===== src/lbps_pkg.sv =====
`timescale 1ns / 1ps

package lbps_pkg;

  // Field widths of the request and result channels
  localparam int LBA_W        = 32;
  localparam int CNT_W        = 8;
  localparam int PNUM_W       = 29;
  localparam int MASK_W       = 8;
  localparam int IN_TDATA_W   = 40;
  localparam int OUT_FIELDS_W = 137;
  localparam int OUT_TDATA_W  = 144;

  // Largest sector count a command may carry
  localparam int MAXCNT_W         = 16;
  localparam int MAX_SECTOR_COUNT = 255;

  // Start-LBA divide by reciprocal multiply: partial products, then sum and shift
  localparam int DIV_CYCLES = 2;
  localparam int DIV_CNT_W  = $clog2(DIV_CYCLES);

  // Commands from the controller to the datapath
  typedef struct packed {
    logic load;      // latch a good request
    logic div_step;  // advance the reciprocal multiply of the start LBA
    logic setup;     // form the first page from quotient and remainder
    logic emit;      // load the current page into the output register, advance
    logic emit_err;  // load an error result into the output register
  } ctrl_cmd_t;

  // Status from the datapath to the controller
  typedef struct packed {
    logic in_bad;    // request on the input is rejected
    logic fin;       // current page holds the command end LBA
    logic out_free;  // output register can take a result this cycle
  } dp_stat_t;

endpackage


===== src/lbps_ctrl.sv =====
`timescale 1ns / 1ps

module lbps_ctrl
  import lbps_pkg::*;
(
  input  logic      clk,
  input  logic      rst_n,
  input  logic      in_tvalid,
  output logic      in_tready,
  input  dp_stat_t  stat,
  output ctrl_cmd_t cmd
);

  typedef enum logic [2:0] {
    ST_IDLE,
    ST_DIVIDE,
    ST_SETUP,
    ST_EMIT,
    ST_ERROR
  } state_t;

  state_t               state_r;
  logic [DIV_CNT_W-1:0] cnt_r;
  logic                 accept;

  // Take a request only between commands
  assign in_tready = (state_r == ST_IDLE);
  assign accept    = in_tready && in_tvalid;

  // Decode commands from the current state
  always_comb begin
    cmd          = '0;
    cmd.load     = accept && !stat.in_bad;
    cmd.div_step = (state_r == ST_DIVIDE);
    cmd.setup    = (state_r == ST_SETUP);
    cmd.emit     = (state_r == ST_EMIT) && stat.out_free;
    cmd.emit_err = (state_r == ST_ERROR) && stat.out_free;
  end

  // Hold state and the divider cycle count
  always_ff @(posedge clk) begin
    if (!rst_n) begin
      state_r <= ST_IDLE;
      cnt_r   <= '0;
    end else begin
      unique case (state_r)
        ST_IDLE: begin
          cnt_r <= '0;
          if (accept) begin
            state_r <= stat.in_bad ? ST_ERROR : ST_DIVIDE;
          end
        end
        ST_DIVIDE: begin
          cnt_r <= cnt_r + DIV_CNT_W'(1);
          if (cnt_r == DIV_CNT_W'(DIV_CYCLES - 1)) begin
            state_r <= ST_SETUP;
          end
        end
        ST_SETUP: begin
          state_r <= ST_EMIT;
        end
        ST_EMIT: begin
          if (stat.out_free && stat.fin) begin
            state_r <= ST_IDLE;
          end
        end
        ST_ERROR: begin
          if (stat.out_free) begin
            state_r <= ST_IDLE;
          end
        end
        default: begin
          state_r <= ST_IDLE;
        end
      endcase
    end
  end

endmodule


===== src/lbps_datapath.sv =====
`timescale 1ns / 1ps

module lbps_datapath
  import lbps_pkg::*;
#(
  parameter int SECTORS_PER_PAGE = 8
) (
  input  logic                   clk,
  input  logic                   rst_n,
  input  ctrl_cmd_t              cmd,
  output dp_stat_t               stat,
  input  logic [IN_TDATA_W-1:0]  in_tdata,
  output logic                   out_tvalid,
  input  logic                   out_tready,
  output logic [OUT_TDATA_W-1:0] out_tdata,
  output logic                   out_tuser,
  output logic                   out_tlast
);

  localparam int REM_W  = $clog2(SECTORS_PER_PAGE);
  localparam int CMP_W  = (REM_W > 3) ? REM_W : 3;
  localparam int PAD_W  = OUT_TDATA_W - OUT_FIELDS_W;
  localparam int HALF_W = LBA_W / 2;
  localparam int PROD_W = HALF_W + LBA_W + 1;
  localparam int FULL_W = 2 * LBA_W + 1;

  localparam logic [LBA_W-1:0]  SPP_L    = LBA_W'(SECTORS_PER_PAGE);
  localparam logic [LBA_W-1:0]  SPP_M1_L = LBA_W'(SECTORS_PER_PAGE - 1);
  localparam logic [REM_W-1:0]  SPP_M1_R = REM_W'(SECTORS_PER_PAGE - 1);
  localparam logic [REM_W-1:0]  SPP_R    = REM_W'(SECTORS_PER_PAGE);
  // ceil(2^(LBA_W+REM_W) / SECTORS_PER_PAGE): exact quotient for any 32-bit LBA
  localparam logic [LBA_W:0]    RECIP_M  = (LBA_W + 1)'(
      ((64'd1 << (LBA_W + REM_W)) + 64'(SECTORS_PER_PAGE - 1)) / 64'(SECTORS_PER_PAGE));

  logic [LBA_W-1:0] in_start;
  logic [CNT_W-1:0] in_count;
  logic [LBA_W:0]   end_sum;

  logic [LBA_W-1:0]  end_r;
  logic [LBA_W-1:0]  req_r;
  logic [LBA_W-1:0]  pstart_r;
  logic [LBA_W-1:0]  page_r;
  logic [LBA_W-1:0]  quo_r;
  logic [PROD_W-1:0] prod_lo_r;
  logic [PROD_W-1:0] prod_hi_r;
  logic [REM_W-1:0]  off_r;
  logic              first_r;

  logic [FULL_W-1:0] prod_sum;
  logic [REM_W-1:0]  rem_v;

  logic [LBA_W-1:0]  diff;
  logic              fin;
  logic [LBA_W-1:0]  pend;
  logic [LBA_W-1:0]  last;
  logic [LBA_W-1:0]  next_lba;
  logic [REM_W-1:0]  hi_off;
  logic              aligned;
  logic [MASK_W-1:0] mask;

  logic                   out_valid_r;
  logic [OUT_TDATA_W-1:0] out_data_r;
  logic                   out_err_r;
  logic                   out_last_r;

  // Unpack the request and check its range
  assign in_start = in_tdata[LBA_W-1:0];
  assign in_count = in_tdata[LBA_W +: CNT_W];
  assign end_sum  = {1'b0, in_start} + (LBA_W + 1)'(in_count) - (LBA_W + 1)'(1);

  assign stat.in_bad = (in_count == '0)
                    || (MAXCNT_W'(in_count) > MAXCNT_W'(MAX_SECTOR_COUNT))
                    || end_sum[LBA_W];

  // Divide the start LBA by the page size: sum the half products, then shift
  assign prod_sum = {prod_hi_r, {HALF_W{1'b0}}} + FULL_W'(prod_lo_r);

  // Remainder only needs its low bits: start minus quotient times page size
  assign rem_v = req_r[REM_W-1:0] - REM_W'(quo_r[REM_W-1:0] * SPP_R);

  // Bounds of the current page
  assign diff     = end_r - pstart_r;
  assign fin      = (diff < SPP_L);
  assign pend     = pstart_r + SPP_M1_L;
  assign last     = fin ? end_r : pend;
  assign next_lba = pstart_r + SPP_L;
  assign hi_off   = fin ? diff[REM_W-1:0] : SPP_M1_R;
  assign aligned  = (off_r == '0) && (hi_off == SPP_M1_R);

  // Merge mask over the covered sector offsets of a partial edge page
  always_comb begin
    for (int b = 0; b < MASK_W; b++) begin
      mask[b] = (CMP_W'(b) >= CMP_W'(off_r)) && (CMP_W'(b) <= CMP_W'(hi_off));
    end
    if (aligned || !(first_r || fin)) begin
      mask = '0;
    end
  end

  assign stat.fin      = fin;
  assign stat.out_free = !out_valid_r || out_tready;

  // Walk state: load, divide, set up the first page, advance page by page
  always_ff @(posedge clk) begin
    if (cmd.load) begin
      req_r   <= in_start;
      end_r   <= end_sum[LBA_W-1:0];
      first_r <= 1'b1;
    end
    if (cmd.div_step) begin
      prod_lo_r <= PROD_W'(req_r[HALF_W-1:0]) * PROD_W'(RECIP_M);
      prod_hi_r <= PROD_W'(req_r[LBA_W-1:HALF_W]) * PROD_W'(RECIP_M);
      quo_r     <= LBA_W'(prod_sum >> (LBA_W + REM_W));
    end
    if (cmd.setup) begin
      page_r   <= quo_r;
      pstart_r <= req_r - LBA_W'(rem_v);
      off_r    <= rem_v;
    end
    if (cmd.emit && !fin) begin
      req_r    <= next_lba;
      pstart_r <= next_lba;
      page_r   <= page_r + LBA_W'(1);
      off_r    <= '0;
      first_r  <= 1'b0;
    end
  end

  // Output register payload
  always_ff @(posedge clk) begin
    if (cmd.emit) begin
      out_data_r <= {{PAD_W{1'b0}}, mask, fin, first_r, !aligned, aligned,
                     req_r, last, pstart_r, page_r[PNUM_W-1:0]};
      out_err_r  <= 1'b0;
      out_last_r <= fin;
    end else if (cmd.emit_err) begin
      out_data_r <= '0;
      out_err_r  <= 1'b1;
      out_last_r <= 1'b1;
    end
  end

  // Output register valid: set on load, drop when taken
  always_ff @(posedge clk) begin
    if (!rst_n) begin
      out_valid_r <= 1'b0;
    end else if (cmd.emit || cmd.emit_err) begin
      out_valid_r <= 1'b1;
    end else if (out_tready) begin
      out_valid_r <= 1'b0;
    end
  end

  assign out_tvalid = out_valid_r;
  assign out_tdata  = out_data_r;
  assign out_tuser  = out_err_r;
  assign out_tlast  = out_last_r;

endmodule


===== src/lba_to_logical_page_splitter.sv =====
`timescale 1ns / 1ps

// Splits one host request (start LBA, sector count) into one result per logical
// page of SECTORS_PER_PAGE sectors, in ascending page order, the last one marked
// by out_tlast. Each result carries the page number, page boundary start, last
// covered LBA, first requested LBA, edge-page flags, aligned/merge flags and a
// merge mask of covered sectors for a partial first or last page. A zero count
// or an end LBA past 32 bits gives a single result with out_tuser set and all
// data zero. Steps: a good request is accepted, its start LBA is divided by
// reciprocal multiplication, the first page is set up, and then one page per
// cycle goes through the output register while the result side takes it; a
// rejected request goes from accept straight to its error result. The next
// request is taken as soon as the last result is in the output register.
module lba_to_logical_page_splitter
  import lbps_pkg::*;
#(
  parameter int SECTORS_PER_PAGE = 8
) (
  input  logic                   clk,
  input  logic                   rst_n,
  input  logic                   in_tvalid,
  output logic                   in_tready,
  input  logic [IN_TDATA_W-1:0]  in_tdata,   // start_lba[31:0], sector_count[39:32]
  output logic                   out_tvalid,
  input  logic                   out_tready,
  output logic [OUT_TDATA_W-1:0] out_tdata,  // page_number[28:0], page_first_lba[60:29],
                                             // page_last_lba[92:61], request_lba[124:93],
                                             // aligned[125], merge_needed[126],
                                             // first_page[127], final_page[128],
                                             // sector_mask[136:129], zero[143:137]
  output logic                   out_tuser,  // error_flag
  output logic                   out_tlast   // last_of_run
);

  ctrl_cmd_t cmd;
  dp_stat_t  stat;

  lbps_ctrl u_ctrl (
    .clk       (clk),
    .rst_n     (rst_n),
    .in_tvalid (in_tvalid),
    .in_tready (in_tready),
    .stat      (stat),
    .cmd       (cmd)
  );

  lbps_datapath #(
    .SECTORS_PER_PAGE (SECTORS_PER_PAGE)
  ) u_dp (
    .clk        (clk),
    .rst_n      (rst_n),
    .cmd        (cmd),
    .stat       (stat),
    .in_tdata   (in_tdata),
    .out_tvalid (out_tvalid),
    .out_tready (out_tready),
    .out_tdata  (out_tdata),
    .out_tuser  (out_tuser),
    .out_tlast  (out_tlast)
  );

endmodule


===== config.mk =====
export PLATFORM = sky130hd
export DESIGN_NAME = lba_to_logical_page_splitter
export DESIGN_NICKNAME = d
export VERILOG_FILES = /design/src/lbps_pkg.sv /design/src/lbps_ctrl.sv /design/src/lbps_datapath.sv /design/src/lba_to_logical_page_splitter.sv
export SDC_FILE = /design/constraint.sdc
export NUM_CORES = 1
export LEC_CHECK = 0
export BUFFER_PORTS_ARGS = -buffer_cell sky130_fd_sc_hd__buf_4
export CAP_MARGIN = 20
export CORE_ASPECT_RATIO = 1.4
export CORE_MARGIN = 2
export CORE_UTILIZATION = 37
export CTS_BUF_LIST = sky130_fd_sc_hd__clkbuf_8
export CTS_CLUSTER_DIAMETER = 50
export DETAILED_ROUTE_END_ITERATION = 10
export HOLD_SLACK_MARGIN = 0.05
export PLACE_DENSITY_LB_ADDON = 0.3
export SLEW_MARGIN = 20
export SYNTH_ARGS = -nofsm -noshare
export SYNTH_HDL_FRONTEND = slang
export SYNTH_HIERARCHICAL = 1
export SYNTH_SLANG_ARGS = --single-unit

===== constraint.sdc =====
create_clock -name clk -period 6.9 [get_ports clk]
set_clock_uncertainty 0.2 [all_clocks]
set_input_delay 1.725 -clock clk [delete_from_list [all_inputs] [get_ports clk]]
set_output_delay 1.725 -clock clk [all_outputs]
set_load 0.02 [all_outputs]

### Word-level counts from Yosys, hierarchy flattened

Cells that the tools add are included.

| word-level totals | value |
|---|---|
| bits in registers | 338 |
| latch bits | 0 |
| logic and storage cells | 106 |
| RAM bits | 0 |
| memories kept | 0 |
| bits in read-only memories | 0 |
| input port bits | 44 |
| output and inout port bits | 148 |

| cells by class | value |
|---|---|
| bitwise gates (word level) | 0 |
| divide/modulo/power cells | 0 |
| mux-type cells | 22 |
| add/sub/neg operators | 9 |
| $lt $le $gt $ge | 17 |
| shifts and indexed selects | 0 |
| reduce and logical (&&, ||, !) cells | 34 |
| $mul | 0 |
| equality and inequality tests | 9 |

Operators with widths:

| kind | count |
|---|---|
| 2-to-1 mux 137 bit | 2 |
| 2-to-1 mux 32 bit | 7 |
| adder 64 x 48 -> 65 bit | 1 |
| adder 32 x 8 -> 33 bit | 1 |
| subtractor 33 x 1 -> 33 bit, second input constant | 1 |
| adder 32 x 1 -> 32 bit, second input constant | 1 |
| adder 32 x 3 -> 32 bit, second input constant | 1 |
| adder 32 x 4 -> 32 bit, second input constant | 1 |
| less-than comparator 32 x 4 -> 1 bit, second input constant | 1 |
| subtractor 32 x 3 -> 32 bit | 1 |
| subtractor 32 bit | 1 |
| 2-to-1 mux 3 bit | 6 |
| logical AND 1 bit | 15 |
| one-hot mux 3 bit (5 select lines) | 1 |
| greater-or-equal comparator 3 bit, first input constant | 4 |
| less-or-equal comparator 3 bit, first input constant | 4 |
| nonzero test 2 bit | 5 |
| logical NOT 8 bit | 1 |
| 2-to-1 mux 8 bit | 1 |
| == test 3 x 2 -> 1 bit, second input constant | 2 |
| == test 3 bit, second input constant | 2 |
| greater-or-equal comparator 1 x 3 -> 1 bit, first input constant | 2 |
| greater-or-equal comparator 2 x 3 -> 1 bit, first input constant | 2 |
| less-or-equal comparator 1 x 3 -> 1 bit, first input constant | 2 |
| other kinds (11) | 26 |

### Logic depth before layout (Yosys ltp)

| logic depth | value |
|---|---|
| depth after elaboration | 8 |
| mapped depth | 18 |
| depth with buffers taken out | 18 |

### Cells and area by module

Netlist, hierarchy kept.

By module, submodules not included:

| module | area an instance (µm²) | sequential area each (µm²) | cells an instance | times used |
|---|---|---|---|---|
| lbps_datapath | 17,141.4 | 9,579.2 | 1,505 | 1 |
| lbps_ctrl | 237.7 | 80.1 | 29 | 1 |

### Worst setup path before layout

No wires, ideal clock.

| timing path | value |
|---|---|
| kind | input to register |
| start | input port in_tdata[2] |
| end | register u_dp.req_r[0] (enable) |
| path buffers | 0 |
| arrival | 6.092 ns |
| library setup time | 0.394 ns |
| required time | 6.306 ns |
| cell stages on the path | 18 |
| path slack | 0.214 ns |
| cells stage by stage | inv_1 ha_1 inv_1 ha_1 a21oi_1 a2bb2oi_1 a211oi_1 o31a_1 o2111ai_1 a31oi_1 o21a_1 nor2_1 o21ai_0 xnor2_1 nand2_1 nor2b_1 and2_1 nand2b_1 |

RTL lines:

| element | line | source |
|---|---|---|
| from (decl) | lba_to_logical_page_splitter.sv:23 | `input logic [IN_TDATA_W-1:0] in_tdata,` |
| to (signal assigned) | lbps_datapath.sv:106 | `req_r <= in_start;` |
| to (signal assigned) | lbps_datapath.sv:121 | `req_r <= next_lba;` |
| to (decl) | lbps_datapath.sv:40 | `logic [LBA_W-1:0] req_r;` |

==> impl_metrics.yaml <==
logic_synthesis:
  synthesis.area_per_instance_sq_um: 11.3
  synthDistinctLibCells: 80
  synth_async_sr_flop_share_pct: 0
  synthFlopType: "edfxtp_1"
  synth_seq_area_share_pct: 55.6
  synth-seq-cells: 325
  netlist_area_sq_um: 17400
  post_synth_inst_count: 1534
  post_synth_edffs: 315
  synthesis.yosys.warnings: 6
pwr:
  vdd_drop_max_mv: 0.140
  power.net_switching_mw: 1.33
  internal-power_mw: 3.38
  reported_leakage_power_nw: 8.38
  pwr-share-seq_pct: 50.6
  swShare_pct: 28.2
  part_of_the_total_power_dissipated_in_the_clock_network_pct: 32.7
  power_frac_comb_pct: 16.7
  powerDensity_nw_per_um2: 232
finish:
  post-route-cell-area_sq_um: 20300
  layout-drive-gt1-share_pct: 16.5
  filler_cell_count: 4390
  nets: 1849
  areaGrowthSynthToFinish_pct: 16.9
clock_tree:
  clock_path_buffers: 3
  clock_pin_slew_reported_for_the_worst_setup_and_hold_paths_after_clock_tree_synthesis_ns: 0.06
  cts.hold.buffers_added: 0
  cts.htree.levels: 2
  post-cts-setup-buffer-count: 0
  tritoncts: "yes"
  clk_root_buffer_cell: "clkbuf_8"
  clkLatencyLatePin_ns: 0.61
  clock_sinks: 325
  cts_resized: 0
  cts_buffers: 51
worst_hold_path:
  hp-class: "flip-flop to flip-flop"
placed_design:
  place.gp.congestion: 0.905
  io_buffer_count: 181
  placedInstanceArea_sq_um: 19400
  dp.final_hpwl_mm: 37.6
sta:
  setup_viol: 0
  slew_headroom_pct: 9.28
  achievable-frequency_ghz: 0.167
  timing_worst_slew_pin_value_ns: 1.35
  crit_share_post_route_pct: 87.0
  timing_max_transition_violations_final: 0
  rsz_0062_raised_after_global_routing: "false"
  period_needed_ns: 6.00
  finalHoldViolations: 0
  tns_ns: 0
detailed_routing:
  final_antenna_net_count: 0
  drt_iter0_markers: 916
  via_count: 12300
  drt-pass1-iter-count: 6
  drt-vias-per-instance: 5.16
  number_of_drc_violations_after_detailed_routing: 0
  drt-wirelength-per-cell_microns: 20.6
  totalWireLength_mm: 49.3
global_route:
  grt_max_degree: 128
  grt_pass1_vias: 12100
  grt_pass1_wl_mm: 73.3
  grt_antenna_before_repair: 1
  grt_remaining_overflow: 0
  grt_use_total_pct: 19.9
run:
  cap_violations: 0
floorplanning:
  ios: 192
  initial_core_util_pct: 37.2
  die_height_microns: 260
  placement_rows: 94
  floorplan.core_area_sq_um: 46700
  die-width_microns: 187
  die_area_sq_um: 48700
critical_path:
  path_max_fanout: 32
  crit_path_end_kind: "flip-flop"
  crit_path_start_kind: "primary input"
  setup.worst_path.class: "primary input to flip-flop"
  arrival_ns: 6.04
  crit_required_ns: 6.94
status:
  status: "complete, no violations"
==> routing by layer <==
metal	wire (microns)	vias to the layer above	track usage [%]
met3	2240	78	2.80
li1	-	5925	-
met2	25500	349	36.2
met5	0	-	0
met1	20400	5994	24.5
met4	1180	0	5.67
==> per-stage QoR <==
stage | hold slack (ns) | instances | setup slack (ns) | power [mW] | util [%]
3_3_place_gp | 0.202 | 2302 | 0.428 | 3.20 | 41.5
3_5_place_dp | 0.205 | 2302 | 0.288 | 3.21 | 41.5
6_report | 0.221 | 2393 | 0.897 | 4.71 | 43.5
2_1_floorplan | 0.200 | 1545 | 0.214 | 2.94 | -
4_1_cts | 0.203 | 2392 | 0.901 | 4.76 | 43.5
5_1_grt | 0.218 | 2393 | 0.573 | 4.93 | 43.5
==> Yosys cell counts (22+ instances only) <==
master | instances | area share [%]
and3_1 | 24 | 0.86
edfxtp_1 | 315 | 54
nand2b_1 | 23 | 0.83
nor3_1 | 22 | 0.63
clkbuf_1 | 30 | 0.65
xnor2_1 | 68 | 3.4
xor2_1 | 27 | 1.4
nand3_1 | 44 | 1.3
nand2_1 | 101 | 2.2
nor2_1 | 153 | 3.3
mux2i_1 | 80 | 4.6
a21oi_1 | 58 | 1.7
ha_1 | 73 | 5.3
inv_1 | 127 | 2.7
and2_1 | 52 | 1.9
o21ai_0 | 57 | 1.6
==> power by group through the flow <==
stage               Sequential [mW]  Combinational, mW  Clock, mW
global placement               2.42              0.775          0
finish                         2.39              0.785       1.54
detailed placement             2.43              0.780          0
CTS                            2.39              0.785       1.59
floorplan                      2.44              0.499          0
global route                   2.40              0.860       1.67
==> layout make-up <==
| class | count | area [sq um] | area share [%] |
|---|---|---|---|
| tap | 624 | 781 | 3.84 |
| sequential | 325 | 9660 | 47.6 |
| multi-input combinational | 1030 | 6940 | 34.2 |
| clock buffer | 55 | 757 | 3.73 |
| timing repair buffer | 196 | 1510 | 7.43 |
| inverter | 127 | 479 | 2.36 |
| antenna | 1 | 2.50 | 0.0123 |
| clock inverter | 35 | 181 | 0.893 |
==> sequential cells by signal (all words and copies together) (netlist names) <==
signal           cells
u_ctrl/cnt_r         1
u_ctrl/state_r       3
u_dp/end_r          32
u_dp/first_r         1
u_dp/off_r           3
u_dp/out_tdata     134
u_dp/out_tlast       1
u_dp/out_tuser       1
u_dp/out_tvalid      1
u_dp/page_r         29
u_dp/prod_hi_r      16
u_dp/prod_lo_r      13
u_dp/pstart_r       29
u_dp/quo_r          29
u_dp/req_r          32
==> critical path, cell delays in order <==
cell and delay, ns:
buf_4 0.11, inv_1 0.06, ha_1 0.17, inv_1 0.05, ha_1 0.38, nand3_1 0.12, or3b_2 0.48, a211oi_1 0.65
o31a_1 0.31, o2111ai_1 0.18, a31oi_1 0.23, o21a_1 0.14, nor2_1 0.06, o21ai_0 0.22, xnor2_1 0.22, nand2_1 0.14
nor2b_1 0.15, and2_1 0.15, nand2b_1 0.10, buf_4 0.39
==> cell usage in the layout, fill, tap and decap left out, types with 21 or more instances in the layout <==
master    netlist  routed
nand2_1       101     101
nor2_1        153     153
mux2i_1        80      80
inv_1         127     141
xnor2_1        68      68
buf_4          17     193
xor2_1         27      27
edfxtp_1      315     315
and2_1         52      52
and3_1         24      24
nand2b_1       23      22
o21ai_0        57      57
a21oi_1        58      58
a21o_1         21      21
nand4_1        21      21
nand3_1        44      44
clkbuf_8        0      55
ha_1           73      73
nor3_1         22      22
==> logic make-up (layout without fill, tap and decap cells) <==
family / count (synthesis) / count (layout) / synth area share, %
mux: 88 / 88 / 5.13
flops: 325 / 325 / 55.6
buf+inv: 190 / 413 / 4.83
simple gates: 510 / 510 / 14.8
xor+xnor: 95 / 95 / 4.79
compound gates: 250 / 250 / 9.44
other cells: 2 / 14 / 0.0432
fa+ha+maj: 74 / 74 / 5.37
==> final timing paths <==
path                                          from                 to  slack [ns]  cells after the start
worst max-delay path                   in_tdata[7]     u_dp/req_r[25]        0.90                     20
worst min-delay path            u_dp/prod_hi_r[46]     u_dp/quo_r[27]        0.22                      0
worst max register to register    u_dp/pstart_r[3]  u_dp/pstart_r[26]        1.10                     13
worst min register to register  u_dp/prod_hi_r[46]     u_dp/quo_r[27]        0.22                      0
(Power assumes the default switching activity.)
